<file path="src/hw/rtl/lss_pkg.sv">
// ----------------------------------------------------------------------------
// lss_pkg: shared types and constants for the line sensor steering block
// Sensor weights, position bands, duty adjust codes and controller commands.
// ----------------------------------------------------------------------------
package lss_pkg;

  localparam int unsigned NumSens  = 6;
  localparam int unsigned SampleW  = 10;
  localparam int unsigned WeightW  = 12;
  localparam int unsigned TotalW   = 13;   // sum of all weights is 6600
  localparam int unsigned CountW   = 3;
  localparam int unsigned PosW     = 14;
  localparam int unsigned DutyW    = 8;
  localparam int unsigned BaseW    = 8;
  localparam int unsigned DiffW    = 6;
  localparam int unsigned RetryW   = 3;
  localparam int unsigned CfgIdxW  = 2;
  localparam int unsigned CfgDataW = 10;
  localparam int unsigned StepW    = 4;
  localparam int unsigned InDataW  = 64;
  localparam int unsigned OutDataW = 32;

  localparam logic [StepW-1:0]  DivLast = StepW'(TotalW - 1);
  localparam logic [PosW-1:0]   PosAll  = 14'd10000;
  localparam logic [CountW-1:0] CntAll  = CountW'(NumSens);

  localparam logic [WeightW-1:0] SensWeight [NumSens] = '{
    12'd100, 12'd200, 12'd300, 12'd1000, 12'd2000, 12'd3000
  };

  // register indexes
  localparam logic [CfgIdxW-1:0] CfgThreshold = 2'd0;
  localparam logic [CfgIdxW-1:0] CfgBase      = 2'd1;
  localparam logic [CfgIdxW-1:0] CfgDiff      = 2'd2;
  localparam logic [CfgIdxW-1:0] CfgRetry     = 2'd3;

  typedef enum logic [3:0] {
    BAND_NONE, BAND_CENTER, BAND_R1, BAND_R2, BAND_R3, BAND_R4,
    BAND_L1, BAND_L2, BAND_L3, BAND_L4
  } band_e;

  // duty adjust relative to base: +0, +d, +2d, +3d, +4d, -d/2, -d
  typedef enum logic [2:0] {
    ADJ_ZERO, ADJ_D1, ADJ_D2, ADJ_D3, ADJ_D4, ADJ_MH, ADJ_MD
  } adj_e;

  typedef enum logic [1:0] {
    KIND_TURN, KIND_PAUSE, KIND_STOP
  } kind_e;

  typedef struct packed {
    logic  load;
    logic  div_step;
    logic  fin;
    logic  out_load;
    kind_e out_kind;
  } lss_cmd_t;

  typedef struct packed {
    logic              hit;
    logic [RetryW-1:0] retry;
  } lss_sts_t;

  function automatic band_e band_of(input logic [PosW-1:0] pos);
    band_e b;
    b = BAND_NONE;
    priority if (pos >= 14'd1400 && pos < 14'd1500) b = BAND_CENTER;
    else if (pos >= 14'd1500 && pos < 14'd1600)     b = BAND_R1;
    else if (pos > 14'd1700 && pos < 14'd2200)      b = BAND_R2;
    else if (pos > 14'd2200 && pos < 14'd2700)      b = BAND_R3;
    else if (pos > 14'd2700 && pos < 14'd3200)      b = BAND_R4;
    else if (pos > 14'd590 && pos < 14'd700)        b = BAND_L1;
    else if (pos > 14'd200 && pos < 14'd300)        b = BAND_L2;
    else if (pos > 14'd120 && pos < 14'd170)        b = BAND_L3;
    else if (pos > 14'd90 && pos < 14'd110)         b = BAND_L4;
    else                                            b = BAND_NONE;
    return b;
  endfunction

  function automatic adj_e left_adj(input band_e b);
    adj_e a;
    unique case (b)
      BAND_R1: a = ADJ_D1;
      BAND_R2: a = ADJ_D2;
      BAND_R3: a = ADJ_D3;
      BAND_R4: a = ADJ_D4;
      BAND_L3: a = ADJ_MH;
      BAND_L4: a = ADJ_MD;
      default: a = ADJ_ZERO;
    endcase
    return a;
  endfunction

  function automatic adj_e right_adj(input band_e b);
    adj_e a;
    unique case (b)
      BAND_L1: a = ADJ_D1;
      BAND_L2: a = ADJ_D2;
      BAND_L3: a = ADJ_D3;
      BAND_L4: a = ADJ_D4;
      BAND_R3: a = ADJ_MH;
      BAND_R4: a = ADJ_MD;
      default: a = ADJ_ZERO;
    endcase
    return a;
  endfunction

  // base plus adjust, clamped to 0..255; range is -63..507 in 10 bits
  function automatic logic [DutyW-1:0] apply_adj(input logic [BaseW-1:0] b,
                                                 input logic [DiffW-1:0] d,
                                                 input adj_e a);
    logic [9:0] s;
    logic [DutyW-1:0] r;
    unique case (a)
      ADJ_D1:  s = {2'b00, b} + {4'b0000, d};
      ADJ_D2:  s = {2'b00, b} + {3'b000, d, 1'b0};
      ADJ_D3:  s = {2'b00, b} + {4'b0000, d} + {3'b000, d, 1'b0};
      ADJ_D4:  s = {2'b00, b} + {2'b00, d, 2'b00};
      ADJ_MH:  s = {2'b00, b} - {5'b00000, d[DiffW-1:1]};
      ADJ_MD:  s = {2'b00, b} - {4'b0000, d};
      default: s = {2'b00, b};
    endcase
    if (s[9])      r = '0;
    else if (s[8]) r = '1;
    else           r = s[7:0];
    return r;
  endfunction

endpackage

</file>
<file path="src/hw/rtl/lss_dp.sv">
// ----------------------------------------------------------------------------
// lss_dp: steering datapath
// Config registers, sensor sum, bit-serial divider, band decode, result regs.
// ----------------------------------------------------------------------------
module lss_dp (
  input  logic                          clk_i,
  input  logic                          rst_ni,
  input  logic                          cfg_we_i,
  input  logic [lss_pkg::CfgIdxW-1:0]   cfg_index_i,
  input  logic [lss_pkg::CfgDataW-1:0]  cfg_data_i,
  input  logic [lss_pkg::InDataW-1:0]   in_data_i,
  input  lss_pkg::lss_cmd_t             cmd_i,
  output lss_pkg::lss_sts_t             sts_o,
  output logic [lss_pkg::OutDataW-1:0]  out_data_o,
  output logic                          out_pause_o,
  output logic                          out_last_o
);
  import lss_pkg::*;

  logic [SampleW-1:0] thr_q;
  logic [BaseW-1:0]   base_q;
  logic [DiffW-1:0]   diff_q;
  logic [RetryW-1:0]  retry_q;

  logic [TotalW-1:0]  dvd_q;     // dividend, quotient shifts in from the bottom
  logic [CountW-1:0]  rem_q;
  logic [CountW-1:0]  cnt_q;
  logic [PosW-1:0]    pos_q;
  band_e              band_q;
  logic [DutyW-1:0]   left_q, right_q;
  logic               pause_q, last_q;

  logic [TotalW-1:0]  total_d;
  logic [CountW-1:0]  count_d;
  logic [CountW:0]    trial;
  logic [PosW-1:0]    pos_d;

  always_comb begin
    total_d = '0;
    count_d = '0;
    for (int i = 0; i < NumSens; i++) begin
      if (in_data_i[i*SampleW +: SampleW] < thr_q) begin
        total_d = total_d + TotalW'(SensWeight[i]);
        count_d = count_d + 1'b1;
      end
    end
  end

  assign trial = {rem_q, dvd_q[TotalW-1]};

  always_comb begin
    if (cnt_q == '0)         pos_d = '0;
    else if (cnt_q == CntAll) pos_d = PosAll;
    else                     pos_d = PosW'(dvd_q);
  end

  always_ff @(posedge clk_i or negedge rst_ni) begin
    if (!rst_ni) begin
      thr_q   <= '0;
      base_q  <= 8'd125;
      diff_q  <= 6'd20;
      retry_q <= 3'd2;
    end else if (cfg_we_i) begin
      unique case (cfg_index_i)
        CfgThreshold: thr_q   <= cfg_data_i;
        CfgBase:      base_q  <= cfg_data_i[BaseW-1:0];
        CfgDiff:      diff_q  <= cfg_data_i[DiffW-1:0];
        CfgRetry:     retry_q <= cfg_data_i[RetryW-1:0];
      endcase
    end
  end

  always_ff @(posedge clk_i) begin
    if (cmd_i.load) begin
      dvd_q <= total_d;
      rem_q <= '0;
      cnt_q <= count_d;
    end else if (cmd_i.div_step) begin
      if (trial >= {1'b0, cnt_q}) begin
        rem_q <= CountW'(trial - {1'b0, cnt_q});
        dvd_q <= {dvd_q[TotalW-2:0], 1'b1};
      end else begin
        rem_q <= trial[CountW-1:0];
        dvd_q <= {dvd_q[TotalW-2:0], 1'b0};
      end
    end
    if (cmd_i.fin) begin
      pos_q  <= pos_d;
      band_q <= band_of(pos_d);
    end
    if (cmd_i.out_load) begin
      unique case (cmd_i.out_kind)
        KIND_TURN: begin
          left_q  <= apply_adj(base_q, diff_q, left_adj(band_q));
          right_q <= apply_adj(base_q, diff_q, right_adj(band_q));
          pause_q <= 1'b0;
          last_q  <= 1'b1;
        end
        KIND_PAUSE: begin
          left_q  <= base_q;
          right_q <= base_q;
          pause_q <= 1'b1;
          last_q  <= 1'b0;
        end
        default: begin
          left_q  <= '0;
          right_q <= '0;
          pause_q <= 1'b0;
          last_q  <= 1'b1;
        end
      endcase
    end
  end

  assign sts_o.hit   = (band_q != BAND_NONE);
  assign sts_o.retry = retry_q;

  assign out_data_o  = {2'b00, pos_q, right_q, left_q};
  assign out_pause_o = pause_q;
  assign out_last_o  = last_q;

endmodule

</file>
<file path="src/hw/rtl/lss_ctrl.sv">
// ----------------------------------------------------------------------------
// lss_ctrl: steering controller
// Sequences accept, divide, band decode and the run of result transfers.
// ----------------------------------------------------------------------------
module lss_ctrl (
  input  logic               clk_i,
  input  logic               rst_ni,
  input  logic               in_valid_i,
  output logic               in_ready_o,
  output logic               out_valid_o,
  input  logic               out_ready_i,
  input  lss_pkg::lss_sts_t  sts_i,
  output lss_pkg::lss_cmd_t  cmd_o
);
  import lss_pkg::*;

  typedef enum logic [2:0] {ST_IDLE, ST_DIV, ST_FIN, ST_LOAD, ST_OUT} state_e;

  state_e            state_q;
  logic [StepW-1:0]  step_q;
  logic [RetryW-1:0] pcnt_q;
  kind_e             kind_q;
  logic              tracked_q;
  logic              out_valid_q;

  always_comb begin
    cmd_o          = '0;
    cmd_o.out_kind = KIND_STOP;
    cmd_o.load     = (state_q == ST_IDLE) && in_valid_i;
    cmd_o.div_step = (state_q == ST_DIV);
    cmd_o.fin      = (state_q == ST_FIN);
    if (state_q == ST_LOAD) begin
      cmd_o.out_load = 1'b1;
      if (sts_i.hit)      cmd_o.out_kind = KIND_TURN;
      else if (tracked_q) cmd_o.out_kind = KIND_PAUSE;
      else                cmd_o.out_kind = KIND_STOP;
    end else if (state_q == ST_OUT && out_ready_i && kind_q == KIND_PAUSE) begin
      cmd_o.out_load = 1'b1;
      cmd_o.out_kind = (pcnt_q != '0) ? KIND_PAUSE : KIND_STOP;
    end
  end

  always_ff @(posedge clk_i or negedge rst_ni) begin
    if (!rst_ni) begin
      state_q     <= ST_IDLE;
      step_q      <= '0;
      pcnt_q      <= '0;
      kind_q      <= KIND_STOP;
      tracked_q   <= 1'b0;
      out_valid_q <= 1'b0;
    end else begin
      unique case (state_q)
        ST_IDLE: begin
          if (in_valid_i) begin
            state_q <= ST_DIV;
            step_q  <= DivLast;
          end
        end
        ST_DIV: begin
          if (step_q == '0) state_q <= ST_FIN;
          else              step_q  <= step_q - 1'b1;
        end
        ST_FIN: state_q <= ST_LOAD;
        ST_LOAD: begin
          state_q     <= ST_OUT;
          out_valid_q <= 1'b1;
          kind_q      <= cmd_o.out_kind;
          tracked_q   <= sts_i.hit;
          pcnt_q      <= sts_i.retry;
        end
        ST_OUT: begin
          if (out_ready_i) begin
            if (kind_q == KIND_PAUSE) begin
              kind_q <= cmd_o.out_kind;
              if (pcnt_q != '0) pcnt_q <= pcnt_q - 1'b1;
            end else begin
              out_valid_q <= 1'b0;
              state_q     <= ST_IDLE;
            end
          end
        end
        default: state_q <= ST_IDLE;
      endcase
    end
  end

  assign in_ready_o  = (state_q == ST_IDLE);
  assign out_valid_o = out_valid_q;

`ifndef SYNTHESIS
  a_valid_only_out: assert property (@(posedge clk_i) disable iff (!rst_ni)
    out_valid_q |-> state_q == ST_OUT)
    else $error("result valid outside output state");

  a_turn_ends_run: assert property (@(posedge clk_i) disable iff (!rst_ni)
    (out_valid_q && out_ready_i && kind_q == KIND_TURN) |=> !out_valid_q)
    else $error("turn result did not end the run");

  a_pause_not_last: assert property (@(posedge clk_i) disable iff (!rst_ni)
    (out_valid_q && out_ready_i && kind_q == KIND_PAUSE) |=> out_valid_q)
    else $error("run ended on a pause result");

  a_tracked_follows_hit: assert property (@(posedge clk_i) disable iff (!rst_ni)
    (state_q == ST_LOAD) |=> (tracked_q == $past(sts_i.hit)))
    else $error("tracking flag does not follow band match");
`endif

endmodule

</file>
<file path="src/hw/rtl/line_sensor_steering.sv">
// ----------------------------------------------------------------------------
// line_sensor_steering: weighted-position line follower steering
// Six reflectance samples in, one run of left/right motor duties out.
// ----------------------------------------------------------------------------
//
//  channel   dir  handshake                      payload
//  s_axis    in   s_axis_tvalid / s_axis_tready  tdata: sample_0..sample_5
//  m_axis    out  m_axis_tvalid / m_axis_tready  tdata: left, right, position;
//                                                tuser: pause; tlast: last
//  cfg       in   cfg_we_i (no back-pressure)    cfg_index_i, cfg_data_i
//
//  Steps: accept, 13 divider steps (one quotient bit per cycle), position and
//  band decode, result load, then the first result is valid; a one-result scan
//  is ready to accept again once its result is transferred.
//  Further results of a lost-line run are valid the cycle after each transfer.
//  One scan in flight at a time (s_axis_tready only when idle); a stalled
//  result holds its payload. Reset restores register defaults, clears tracking.
//
// Position = sum of weights of sensors below threshold / their count, with
// 0 for none and 10000 for all six. Nine bands map position to duties; a
// position in no band stops the motors, preceded by retry_count+1 straight
// pulses flagged pause when the previous scan was on a band.
module line_sensor_steering (
  input  logic                          clk_i,
  input  logic                          rst_ni,
  // configuration write port
  input  logic                          cfg_we_i,
  input  logic [lss_pkg::CfgIdxW-1:0]   cfg_index_i,
  input  logic [lss_pkg::CfgDataW-1:0]  cfg_data_i,
  // sample stream
  input  logic                          s_axis_tvalid,
  output logic                          s_axis_tready,
  input  logic [lss_pkg::InDataW-1:0]   s_axis_tdata,  // sample_0..sample_5, 10b each
  // result stream
  output logic                          m_axis_tvalid,
  input  logic                          m_axis_tready,
  output logic [lss_pkg::OutDataW-1:0]  m_axis_tdata,  // left_duty, right_duty, line_position
  output logic                          m_axis_tuser,  // pause_after
  output logic                          m_axis_tlast   // last_of_run
);
  import lss_pkg::*;

  lss_cmd_t cmd;
  lss_sts_t sts;

  lss_ctrl u_ctrl (
    .clk_i       (clk_i),
    .rst_ni      (rst_ni),
    .in_valid_i  (s_axis_tvalid),
    .in_ready_o  (s_axis_tready),
    .out_valid_o (m_axis_tvalid),
    .out_ready_i (m_axis_tready),
    .sts_i       (sts),
    .cmd_o       (cmd)
  );

  lss_dp u_dp (
    .clk_i       (clk_i),
    .rst_ni      (rst_ni),
    .cfg_we_i    (cfg_we_i),
    .cfg_index_i (cfg_index_i),
    .cfg_data_i  (cfg_data_i),
    .in_data_i   (s_axis_tdata),
    .cmd_i       (cmd),
    .sts_o       (sts),
    .out_data_o  (m_axis_tdata),
    .out_pause_o (m_axis_tuser),
    .out_last_o  (m_axis_tlast)
  );

endmodule
</file>
<file path="config.mk">
export PLATFORM = sky130hd
export DESIGN_NAME = line_sensor_steering
export DESIGN_NICKNAME = d
export VERILOG_FILES = /design/src/hw/rtl/lss_pkg.sv /design/src/hw/rtl/lss_dp.sv /design/src/hw/rtl/lss_ctrl.sv /design/src/hw/rtl/line_sensor_steering.sv
export SDC_FILE = /design/constraint.sdc
export NUM_CORES = 1
export LEC_CHECK = 0
export ABC_AREA = 1
export CORE_MARGIN = 2
export CORE_UTILIZATION = 60
export DETAILED_ROUTE_END_ITERATION = 7
export DONT_BUFFER_PORTS = 1
export GPL_TIMING_DRIVEN = 0
export PLACE_DENSITY_LB_ADDON = 0.25
export SLEW_MARGIN = 30
export SYNTH_ARGS = -nofsm -noshare
export SYNTH_HDL_FRONTEND = slang
export SYNTH_SLANG_ARGS = --single-unit
</file>
<file path="constraint.sdc">
create_clock -name clk_i -period 3.7 [get_ports clk_i]
set_input_delay 0.185 -clock clk_i [delete_from_list [all_inputs] [get_ports clk_i]]
set_output_delay 0.185 -clock clk_i [all_outputs]
set_load 0.05 [all_outputs]
</file>
# After elaboration in Yosys (flattened, before gate mapping)

Cells that the tools add are included.

Add/subtract/negate cells: 19
Order comparisons: 25
Equal/unequal tests: 37
Multiplexer cells: 69
Reduce and logical (&&, ||, !) cells: 33

Operators with widths:

| operator               | count |
|---|---|
| $pmux W10 S6           | 2 |
| $mux W13               | 7 |
| $mux W3                | 23 |
| $lt A10 B10 Y1         | 6 |
| $lt A14 B12 Y1 const B | 3 |
| $mux W10               | 4 |
| $pmux W3 S6            | 2 |
| $mux W8                | 4 |
| $pmux W8 S2            | 2 |
| $ge A14 B11 Y1 const B | 2 |
| $gt A14 B12 Y1 const B | 2 |
| $gt A14 B7 Y1 const B  | 2 |
| $lt A14 B11 Y1 const B | 2 |
| $mux W14               | 2 |
| $eq A3 B3 Y1 const B   | 8 |
| $eq A3 B2 Y1 const B   | 6 |
| $eq A4 B3 Y1 const B   | 4 |
| $mux W4                | 4 |
| $pmux W3 S5            | 1 |
| $gt A14 B10 Y1 const B | 1 |
| $gt A14 B11 Y1 const B | 1 |
| $gt A14 B8 Y1 const B  | 1 |
| $lt A14 B10 Y1 const B | 1 |
| $lt A14 B7 Y1 const B  | 1 |
| other kinds (45)       | 92 |

Register bits: 96
Input port bits: 81
Logic and storage cells: 204

# Longest topological paths before layout

Gate-level depths: netlist of run 1.

Word-level depth: 15
Mapped depth: 30
Gate-level depth less buffers: 30

# Hierarchy

A second synthesis of run 1 with hierarchy kept.

Cells, all modules: 1,265
Area, all modules: 9,267.6 um^2

Modules (own cells, without submodules):

| module   | instances | cells each | area an instance (um^2) | sequential area each (um^2) |
|---|---|---|---|---|
| lss_dp   | 1         | 1,148      | 8,391.8                 | 2,308.5 |
| lss_ctrl | 1         | 117        | 875.8                   | 351.6 |

# Least setup slack after synthesis of run 1

Ideal clock, no wire load.

Kind: register to register
From: register u_dp.thr_q[9]
To: register u_dp.dvd_q[10], data pin
Library setup time: 0.253 ns
Arrival: 3.527 ns
Setup slack: -0.081 ns
Cell stages (with the launch flop): 27
Buffers on the path: 0
Cells stage by stage: dfrtp_1 -> inv_1 -> ha_1 -> nand2_1 -> nor2_1 -> nand2_1 -> a21oi_2 -> nor2_4 -> ha_1 -> nand4_2 -> nand2_1 -> inv_1 -> ha_1 -> nor2_1 -> nand3_1 -> and2_1 -> ha_1 -> nor2_2 -> nand3_2 -> nor2_2 -> nand2_2 -> o21ai_2 -> nand2_1 -> inv_1 -> nand3_1 -> nand3_1 -> nand2_1

Longest elaborated chain between the ends: 13

RTL lines:

| element                  | line         | RTL |
|---|---|---|
| start: declaration       | lss_dp.sv:20 | `logic [SampleW-1:0] thr_q;` |
| start signal: assignment | lss_dp.sv:65 | `CfgThreshold: thr_q <= cfg_data_i;` |
| $lt A10 B10 Y1           | lss_dp.sv:42 | `if (in_data_i[i*SampleW +: SampleW] < thr_q) begin` |
| $mux W7                  | lss_dp.sv:42 |  |
| $add A7 B8 Y9            | lss_dp.sv:43 | `total_d = total_d + TotalW'(SensWeight[i]);` |
| $mux W13                 | lss_dp.sv:42 |  |
| $add A13 B9 Y13          | lss_dp.sv:43 |  |
| $mux W13                 | lss_dp.sv:42 |  |
| $add A13 B10 Y13         | lss_dp.sv:43 |  |
| $mux W13                 | lss_dp.sv:42 |  |
| $add A13 B11 Y13         | lss_dp.sv:43 |  |
| $mux W13                 | lss_dp.sv:42 |  |
| $add A13 B12 Y13         | lss_dp.sv:43 |  |
| $mux W13 *               | lss_dp.sv:42 |  |
| $mux W13 *               | lss_dp.sv:74 | `if (cmd_i.load) begin` |
| end signal: assignment   | lss_dp.sv:75 | `dvd_q <= total_d;` |
| end signal: assignment   | lss_dp.sv:81 | `dvd_q <= {dvd_q[TotalW-2:0], 1'b1};` |
| end signal: assignment   | lss_dp.sv:84 | `dvd_q <= {dvd_q[TotalW-2:0], 1'b0};` |
| end: declaration         | lss_dp.sv:25 | `logic [TotalW-1:0] dvd_q;` |

Mark *: on every way between the ends. The rest lies on a longest branch, timed or not.
A chain may end at the register's enable or synchronous reset.

# Worst setup path in the final report of run 1

From: register u_dp.thr_q[9]
To: register u_dp.dvd_q[6], data pin

The elaborated chain is that of the path after synthesis.

==> results of run 1 <==
[path summary, 6_finish.rpt]
path	slack, ns	to	cells past startpoint
min in group asynchronous	0.27	u_dp.diff_q[5]$_DFFE_PN0P_	2
setup reg to reg	-0.12	u_dp.dvd_q[6]$_DFFE_PP_	25
setup / recovery	-0.12	u_dp.dvd_q[6]$_DFFE_PP_	25
max in group asynchronous	3.16	u_ctrl.kind_q[1]$_DFFE_PN1P_	2
hold / removal	0.001	u_dp.base_q[3]$_DFFE_PN1P_	2
hold reg to reg	0.48	u_ctrl.tracked_q$_DFFE_PN0P_	2
[cell type report]
type                    count  area (um^2)
plain buffers              16        87.58
clock buffers               9        225.2
clock inverters             7        65.06
fillers                  1158         4213
inverters                 186        710.7
multi-input cells         949         6502
flip-flops and latches     96         2665
well taps                 188        235.2
repair buffers             62        498.0
[cells in the mapped netlist (6+ instances only)]
library cell	count	share of area
nand2_4	6	0.0072
nor2_1	99	0.040
clkinv_1	6	0.0024
edfxtp_1	52	0.17
ha_1	106	0.14
nor3_1	25	0.013
nand2_2	26	0.017
fa_1	7	0.015
nand3_2	9	0.0096
o21ai_1	13	0.0069
nor2_4	6	0.0072
nand2_1	260	0.10
o22ai_1	23	0.015
a21o_1	6	0.0048
o211ai_1	8	0.0064
o21ai_0	92	0.049
nand4_1	19	0.013
clkbuf_1	9	0.0036
dfstp_2	10	0.028
buf_4	6	0.0048
nor2_2	10	0.0067
a21oi_1	56	0.030
xor2_1	29	0.027
inv_2	17	0.0068
nand3_1	66	0.035
inv_1	163	0.065
dfrtp_1	31	0.083
xnor2_1	12	0.011
[placed cells by master, fill, tap and decap left out, types with 15 or more instances in the layout]
| cell | netlist | layout |
|---|---|---|
| a21oi_1 | 56 | 48 |
| buf_4 | 6 | 59 |
| dfrtp_1 | 31 | 27 |
| edfxtp_1 | 52 | 52 |
| ha_1 | 106 | 85 |
| ha_4 | 0 | 18 |
| inv_1 | 163 | 148 |
| inv_2 | 17 | 27 |
| nand2_1 | 260 | 245 |
| nand2_2 | 26 | 36 |
| nand3_1 | 66 | 58 |
| nand3_2 | 9 | 15 |
| nand4_1 | 19 | 19 |
| nor2_1 | 99 | 86 |
| nor2_2 | 10 | 15 |
| nor3_1 | 25 | 22 |
| o21ai_0 | 92 | 87 |
| o22ai_1 | 23 | 23 |
| xor2_1 | 29 | 25 |
[power by group]
part / internal, mW / leakage, nW / total, mW / switching (mW)
logic: 2.30 / 3.93 / 6.27 / 3.97
clock network: 0.471 / 0.142 / 0.917 / 0.447
registers: 1.69 / 0.992 / 2.27 / 0.585
total: 4.46 / 5.07 / 9.46 / 5.00
[metrics by stage]
step	instance area, um^2	hold slack, ns	util
after global routing	10990	0.03541	0.7229
after global placement	9625	-0.1096	0.6332
final	10990	0.001434	0.7229
after detailed placement	9628	-0.1096	0.6333
after CTS	10340	0.009929	0.6802
after floorplan	9390	-0.1106	-
[routing by layer]
layer  share of wire  vias up  global-route usage  wire length [um]
met2            0.47      491              0.5011             12410
li1                -     4336                   -                 -
met3           0.089       79             0.06112              2325
met5               0        -                   0                 0
met1            0.41     4145              0.3926             10690
met4           0.030        0             0.09399               797
[kinds of logic after synthesis]
| family | after synthesis | share of synthesized area |
|---|---|---|
| compound gates | 240 | 0.1514 |
| xor+xnor | 42 | 0.04009 |
| fa+ha+maj | 113 | 0.1566 |
| buf+inv | 202 | 0.08352 |
| flops | 96 | 0.2841 |
| other cells | 1 | 0.0004005 |
| simple gates | 552 | 0.2838 |
[worst max-delay path, cell delays in order (launching register included)]
cell,delay (ns)
dfrtp_1,0.38
inv_4,0.08
ha_4,0.28
nand2_2,0.07
nor2_4,0.13
buf_4,0.13
nand2_2,0.07
nand2_2,0.08
nor2_4,0.05
ha_4,0.30
nand4_4,0.09
nand2_2,0.09
inv_2,0.05
ha_4,0.15
nor2_4,0.12
nand3_2,0.12
and2_4,0.20
ha_4,0.16
nor2_4,0.12
buf_6,0.13
nand3b_1,0.15
nand2_4,0.09
buf_4,0.14
buf_4,0.12
xor2_1,0.15
o21ai_0,0.09
[registers in the layout (all words and copies together) (netlist names), 2 cells and up]
signal,cells
u_dp.band_q,4
u_ctrl.state_q,3
u_dp.diff_q,6
u_ctrl.kind_q,2
u_dp.cnt_q,3
u_dp.right_q,8
u_dp.thr_q,10
u_dp.retry_q,3
u_ctrl.pcnt_q,3
u_dp.rem_q,3
u_dp.left_q,8
u_dp.base_q,8
u_ctrl.step_q,4
u_dp.dvd_q,13
u_dp.pos_q,14
[repair_timing]
item | 4_1_cts | 5_1_grt
hold endpoints to repair | 45 | 0
setup buffers | 22 | 34
setup endpoints to repair | 26 | 25
hold buffers | 6 | 0
gates resized for setup | 45 | 85
pin swaps | 26 | 60
==> impl_results.md, run 1 <==
- Root buffer cell: clkbuf_16
- Worst min path class: in2reg
- Failing checks: negative setup slack
- Slew Viols, Final: 0
- Clk_lat worst skew: between 0.3 and 0.4 ns
- Critical R2R Launch: u_dp.thr_q[9]$_DFFE_PN0P_
- Async set-or-reset flop fraction in the synthesized netlist: 0.4271
- Final number of hold-violating endpoints: 0
- Worst Tran Pin Value: 0.8218 ns
- Core box area: 0.01520 mm^2
- Max Fclk: 261.6 MHz
- First-pass GRT wire length: 39880 um
- Ys Warns: 0
- Via density: 5.982
- Startpoint types: flip-flop
- Non-Filler Instances: 1513
- Vias in the first global route: 8376
- Mapped Cells: between 1000 and 1500
- Std-Cell Rows: 45
- Distinct cells, synth: 63
- Syn_area_per_cell: 7.514 um^2
- Yosys reg bits: 96
- Status: finished, violations left
- Number of enable flip-flop cells after synthesis: 52
- Die height: 128.9 um
- Minimum clock period after layout: 3.822 ns
- Initial antenna violation count: 0
- H-tree depth: 3
- DRC: 0
- Register area share after synthesis: 0.2841
- Total CTS buffers: 9
- Top_reg_cell synth: edfxtp_1
- Fin crit share: 1.033
- Clock skew: between 0.008 and 0.009 ns
- Unrepaired setup endpoints after global routing: true
- Pre-CTS setup slack: -0.5817 ns
- Clk buf depth: 2
- Total grt overflow: 0
- Post-Place Cells: 1435
- Worst IR Drop VDD: 0.3585 mV
- Nets@finish: 1514
- Initial cell density of the core: 0.6159
- Req. time, crit path: 3.79 ns
- Clock slew at reported path FFs: 0.07 ns
- Ports: 117
- Power per standard cell area: 860.6 mW/mm^2
- WS Path Type: reg2reg
- Post-DR wirelength/cell: 17.33 um
- DRT Pass-1 Iters: 6
- Die Wd: 128.9 um
- Vias: 9051
- Crit path max fanout: 6
- Iter 0 DRT Violations: about 1100
- DIE AREA: 0.01662 mm^2
- Crit end category: flip-flop
- Area Overhead vs Synth: 17.37%
- MaxCap Viol Count: 0
- Max_slew headroom: 0.4515
- Post-route setup slack: -0.1224 ns
- GRT Overall Usage: 0.2999
- Static Leak: 5.066 nW
- Layout cells sized above 1: 0.2181
- Post-DRT Antenna Nets: 0
- CTS tree: built
- Arrival @ worst endpoint: around 3.9 ns
- Diodes inserted: 0
- Largest net degree at the start of global routing: 42
- Pwr Total: roughly 9.5 mW
- Placer Congestion: about 0.99
- Critical path startpoint: u_dp.thr_q[9]$_DFFE_PN0P_
- Hpwl dp: 18950 um
- Drt total wl: approximately 26000 um
- Port Buffers: 0
- Setup TNS: -0.6791 ns
- Hold path start: cfg_data_i[3]
- # setup viols final: 9
- Sink Count: 96
- Post-Synthesis Cell Area: 0.009363 mm^2
Note: power is estimated with default switching activity, not from simulation.
==> run 2, diff against run 1 <==
Settings changed: REMOVE_ABC_BUFFERS set to 1.
==> run 2 against run 1 <==
Final area down 1.7%. Critical path type unchanged. The run still ends with negative setup slack left. Non-clock buffer count down 30. Critical endpoint is now u_dp.dvd_q[10]$_DFFE_PP_. Fmax up 1.5%.
==> impl_results.md, run 2 (synthesis gave the netlist of run 1 again) <==
- DRC: 0
- Unrepaired setup endpoints after global routing: true
- Arrival @ worst endpoint: around 3.9 ns
- Via density: ~6.0
- Post-DRT Antenna Nets: 0
- Clock power frac: 0.107
- Crit end category: flip-flop
- Vias: just under 9000
- Root buffer cell: clkbuf_16
- Req. time, crit path: 3.80 ns
- Fin crit share: 1.017
- Clock skew: 0.01517 ns
- Max Fclk: 265.7 MHz
- CP dominant cell by count: nand3_2
- WS Path Type: reg2reg
- Most frequent cells in the layout: 242 x nand2_1, 146 x inv_1, 89 x nor2_1
- Core box area: 0.01520 mm^2
- Minimum clock period after layout: 3.764 ns
- Iter 0 DRT Violations: 984
- Std-Cell Rows: between 40 and 50
- Initial cell density of the core: 0.6159
- Status: finished, violations left
- Max_slew headroom: 0.4172
- MaxCap Viol Count: 0
- CTS tree: built
- Worst min path class: in2reg
- Largest net degree at the start of global routing: 42
- Max reg flops: 14
- Power per standard cell area: 850.3 mW/mm^2
- Die Wd: 128.9 um
- Slew Viols, Final: 0
- DIE AREA: 0.01662 mm^2
- Initial antenna violation count: 0
- Die height: 128.9 um
- Clk buf depth: 2
- Fin area: ~0.011 mm^2
- Sink Count: 96
- H-tree depth: 3
- Largest registers: u_dp.pos_q x14, u_dp.dvd_q x13, u_dp.thr_q x10
- Seq pwr share: 0.247
- Int Power: 4.337 mW
- Non-Filler Instances: roughly 1500
- Vias in the first global route: 8146
- Total CTS buffers: 9
- Post-Place Cells: 1420
- Startpoint types: flip-flop
- Clock slew at reported path FFs: 0.07 ns
- Most common cell after layout, fill and taps aside: nand2_1
- Crit path max fanout: 3
- Worst Tran Pin Value: roughly 0.85 ns
- Post-route setup slack: -0.06419 ns
- R2R Setup Slk: -0.06 ns
- Clk_lat worst skew: 0.35 ns
- Placer Congestion: 0.9791
- Hpwl dp: 19020 um
- Drt total wl: 25940 um
- GRT Overall Usage: 0.3027
- Failing checks: negative setup slack
- Total grt overflow: 0
- # setup viols final: 2
- DRT Pass-1 Iters: 5
- Area Overhead vs Synth: 15.38%
- Final number of hold-violating endpoints: 0
- Crit path largest cell delay: 0.40 ns
- Largest Register: u_dp.pos_q
- Ports: between 100 and 150
- Logic pwr share: 0.646
- Switching fraction of total power: 0.5279
- Switch Pwr: 4.849 mW
- Port Buffers: 0
- Diodes inserted: 0
- Fin util: 0.7106
- Pwr Total: 9.186 mW
- Placed Area: 0.009534 mm^2
- Layout cells sized above 1: 0.2108
- Post-DR wirelength/cell: ~17 um
- Nets@finish: 1484
- Slowest CP cell: dfrtp_1
- Worst IR Drop VDD: 0.5229 mV
- First-pass GRT wire length: 40230 um
- Static Leak: 4.956 nW
-- run 2: cell types whose count changed in the layout (fill, tap and decap cells not counted), moves of 4 or more --
| cell | change |
|---|---|
| o21ai_0 | -8 |
| a21oi_4 | +4 |
| inv_2 | +6 |
| nand2_2 | +5 |
| inv_4 | -6 |
| o21ai_1 | +5 |
| buf_4 | -16 |
| clkbuf_1 | -8 |
-- run 2: worst max-delay path: cells and delay by family, from the launching register on --
| family | cells | cell delay (ns) |
|---|---|---|
| AO/OA/AOI/OAI | 1 | 0.15 |
| AND/OR/NAND/NOR | 17 | 1.80 |
| flip-flops | 1 | 0.40 |
| buffers and inverters | 4 | 0.26 |
| adder cells (fa/ha/maj) | 4 | 0.88 |
-- run 2: final cells by class --
| cell class | count | area [um^2] |
|---|---|---|
| multi-input combinational | 949 | 6507 |
| fill | 1176 | 4399 |
| sequential | 96 | 2665 |
| inverter | 186 | 700.7 |
| timing repair buffer | 48 | 384.1 |
| clock buffer | 11 | 242.7 |
| tap | 188 | 235.2 |
| clock inverter | 5 | 67.56 |
-- run 2: path summary, 6_finish.rpt --
kind	startpoint	to	cells past startpoint
min in group asynchronous	rst_ni	u_dp.base_q[7]$_DFFE_PN0P_	2
worst min register to register	u_ctrl.tracked_q$_DFFE_PN0P_	u_ctrl.tracked_q$_DFFE_PN0P_	2
max in group asynchronous	rst_ni	u_dp.retry_q[1]$_DFFE_PN1P_	2
worst max-delay path	u_dp.thr_q[7]$_DFFE_PN0P_	u_dp.dvd_q[10]$_DFFE_PP_	26
worst min-delay path	cfg_data_i[9]	u_dp.thr_q[9]$_DFFE_PN0P_	2
worst max register to register	u_dp.thr_q[7]$_DFFE_PN0P_	u_dp.dvd_q[10]$_DFFE_PP_	26
-- run 2: what timing repair did --
action | in CTS | in global routing
hold buffers | 4 | 0
pin swaps | 19 | 48
endpoints found under the setup margin | 27 | 25
gates resized for setup | 57 | 84
hold endpoints to repair | 43 | 0
buffers inserted | 25 | 18
-- run 2: metrics by stage --
| step | hold WS [ns] | setup WS, ns | setup TNS (ns) |
|---|---|---|---|
| global placement | -0.1098 | -0.6938 | -8.895 |
| detailed placement | -0.1099 | -0.7610 | -10.56 |
| CTS | 0.001246 | -0.008001 | -0.01270 |
| floorplan | -0.1106 | -0.09208 | -0.3708 |
| global route | 0.03047 | -0.2577 | -2.744 |
| finish | 0.004322 | -0.06419 | -0.08325 |
-- run 2: metal layers --
metal	wire length, um	vias to the layer above	global-route usage
met4	718	0	0.08632
met1	10810	4111	0.4038
met3	2324	76	0.06985
met2	12090	438	0.4952
li1	-	4294	-
met5	0	-	0
-- run 2: power groups by stage --
stage | clock network (mW) | logic, mW | registers (mW)
after detailed placement | 0 | 5.06 | 2.29
after CTS | 0.982 | 5.39 | 2.27
after global placement | 0 | 4.97 | 2.28
after global routing | 1.03 | 6.57 | 2.32
final | 0.979 | 5.94 | 2.27
after floorplan | 0 | 4.01 | 2.19
==> run 3, diff against run 2 <==
Settings changed: CTS_CLUSTER_SIZE set to 28, PLACE_DENSITY set to 0.79, PLACE_DENSITY_LB_ADDON 0.25 to not set.
==> run 3 against run 2 <==
The flow still finishes with violations (negative setup slack). Clock-buffer cell count shrank 2. Sequential share of layout area is 0.10 points lower. Utilization increased by 0.29 points. Global-route usage grew 0.52 points. Clock skew increased by 0.0026 ns. Combinational power about the same. Flip-flop and latch count stayed put. Die area did not move. First-iteration DRC count is 8.9% lower. Via count grew 0.48%. Fmax decreased by 0.42%. Critical path depth increased by 1. Largest cell class unchanged. Highest routed layer unchanged.
==> impl_results.md, run 3 (synthesis gave the netlist of run 1 again) <==
- Status: finished, violations left
- Failing checks: negative setup slack
- DRT Pass-1 Iters: 5
- Total CTS buffers: 9
- WS Path Type: reg2reg
- Largest registers: u_dp.pos_q x14, u_dp.dvd_q x13, u_dp.thr_q x10
- H-tree depth: 3
- Die Wd: approximately 130 um
- MaxCap Viol Count: 0
- Port Buffers: 0
- Placer Congestion: 0.9853
- Initial antenna violation count: 0
- DRC: 0
- Switch Pwr: around 4.9 mW
- Post-route setup slack: -0.08023 ns
- Largest Register: u_dp.pos_q
- Critical R2R Launch: u_dp.thr_q[6]$_DFFE_PN0P_
- Setup TNS: -0.2113 ns
- Seq pwr share: 0.246
- Worst min path class: in2reg
- Pwr Total: 9.216 mW
- Startpoint types: flip-flop
- Hpwl dp: ~19000 um
- Hold Path Stages: 2
- Std-Cell Rows: 45
- Power per standard cell area: 849.7 mW/mm^2
- Critical path startpoint: u_dp.thr_q[6]$_DFFE_PN0P_
- Minimum clock period after layout: 3.780 ns
- Worst IR Drop VDD: 0.4520 mV
- Max reg flops: 14
- Most frequent cells in the layout: 244 x nand2_1, 149 x inv_1, 91 x nor2_1
- Iter 0 DRT Violations: around 900
- Reg2Reg Depth: 27
- Total grt overflow: 0
- Vias: 8962
- GRT Overall Usage: 0.3078
- Clk_lat worst skew: around 0.35 ns
- Clock skew: 0.01774 ns
- Int Power: around 4.4 mW
- Clock slew at reported path FFs: 0.08 ns
- Die height: ~130 um
- Crit path max fanout: 4
- Diodes inserted: 0
- Worst Tran Pin Value: roughly 1.1 ns
- Pre-CTS setup slack: -0.7530 ns
- Root buffer cell: clkbuf_16
- Post-DR wirelength/cell: 17.96 um
- Slew Viols, Final: 0
- Core box area: 0.01520 mm^2
- Worst hold endpoint: u_dp.thr_q[9]$_DFFE_PN0P_
- Nets@finish: 1490
- Fin crit share: 1.022
- Ports: 117
- Final number of hold-violating endpoints: 0
- Static Leak: 4.987 nW
- Fin Hold WS: 0.005599 ns
- Clk buf depth: 2
- Via density: 6.019
- CTS tree: built
- Drt total wl: 26740 um
- Sink Count: 96
- Post-DRT Antenna Nets: 0
- Hold path start: cfg_data_i[9]
- First-pass GRT wire length: 40730 um
- DIE AREA: 0.01662 mm^2
- R2R Setup Slk: -0.08 ns
- Crit end category: flip-flop
- Req. time, crit path: 3.81 ns
- Logic pwr share: 0.648
- Unrepaired setup endpoints after global routing: true
- Initial cell density of the core: 0.6159
- # setup viols final: 4
- Most common cell after layout, fill and taps aside: nand2_1
- Max Fclk: around 260 MHz
- Layout cells sized above 1: 0.2075
- Clock power frac: 0.106
- Largest net degree at the start of global routing: 42
- Arrival @ worst endpoint: 3.89 ns
- Max_slew headroom: 0.2514
- Crit Reg-Reg Endpoint: u_dp.dvd_q[11]$_DFFE_PP_
- Switching fraction of total power: 0.5276
- Vias in the first global route: between 8000 and 9000
- Area Overhead vs Synth: 15.85%
[run 3: cell types whose count changed in the layout (fill, tap and decap cells not counted), moves of 3 or more]
| cell | previous run | this run |
|---|---|---|
| buf_4 | 43 | 47 |
| inv_4 | 1 | 5 |
| inv_2 | 33 | 26 |
| a21oi_2 | 6 | 9 |
| a21oi_4 | 7 | 4 |
| ha_2 | 5 | 2 |
| nor2_2 | 12 | 9 |
| o21ai_0 | 79 | 85 |
| inv_1 | 146 | 149 |
| ha_4 | 15 | 18 |
| nand2_2 | 41 | 38 |
| o21ai_2 | 8 | 4 |
[run 3: final cells by class]
cell class / instances / area (um^2)
well taps: 188 / 235.2
inverters: 186 / 710.7
fillers: 1183 / 4355
flip-flops and latches: 96 / 2665
clock buffers: 9 / 225.2
repair buffers: 54 / 436.7
multi-input cells: 949 / 6496
clock inverters: 7 / 77.57
[run 3: how the worst max path moves through the flow]
stage	slack (ns)	cells past startpoint	to
2_1_floorplan	-0.09	26	u_dp.dvd_q[11]$_DFFE_PP_
3_3_place_gp	-0.67	26	u_dp.dvd_q[10]$_DFFE_PP_
3_5_place_dp	-0.75	26	u_dp.dvd_q[10]$_DFFE_PP_
4_1_cts	-0.01	16	u_dp.right_q[5]$_DFFE_PP_
5_1_grt	-0.25	27	u_dp.dvd_q[12]$_DFFE_PP_
6_report	-0.08	27	u_dp.dvd_q[11]$_DFFE_PP_
[run 3: metal layers]
layer | share of wire | track usage | wire, um
met1 | 0.41 | 0.3978 | 10900
met2 | 0.47 | 0.5036 | 12480
met3 | 0.089 | 0.07568 | 2390
met4 | 0.036 | 0.1119 | 974
met5 | 0 | 0 | 0
[run 3: timing repair]
action / in CTS / in global routing
setup buffers: 24 / 25
endpoints found under the setup margin: 27 / 25
hold buffers: 4 / 0
pin swaps: 23 / 39
hold endpoints to repair: 43 / 0
gates resized for setup: 59 / 73
[run 3: stage by stage]
step	cell area, um^2	cells	util
CTS	10290	1464	0.6769
global route	10850	1489	0.7135
finish	10850	1489	0.7135
floorplan	9283	1231	-
detailed placement	9534	1420	0.6272
global placement	9518	1419	0.6261
[run 3: power groups by stage]
stage                     clock network [mW]  logic (mW)  registers, mW
after floorplan                            0        4.01           2.19
after global placement                     0        4.96           2.28
after detailed placement                   0        5.07           2.29
after CTS                              0.980        5.37           2.27
after global routing                    1.03        6.64           2.31
final                                  0.978        5.97           2.27
[run 3: worst max-delay path, stage by stage, from the launching register on]
cell	delay, ns
dfrtp_1	0.38
inv_2	0.08
ha_1	0.28
nand2_1	0.08
nor2_4	0.18
nand3_4	0.14
nand3_2	0.11
inv_2	0.06
ha_4	0.28
nand4_4	0.08
nand2_2	0.11
inv_2	0.05
ha_4	0.16
nor2_4	0.12
nand3_2	0.09
and2_4	0.16
ha_4	0.16
nor2_4	0.15
buf_6	0.12
nand3_2	0.07
nand2_2	0.09
nand2_4	0.07
nor2_8	0.13
nand3_2	0.11
nand2_1	0.08
nand2_1	0.05
nand3_1	0.06
nand2_1	0.05
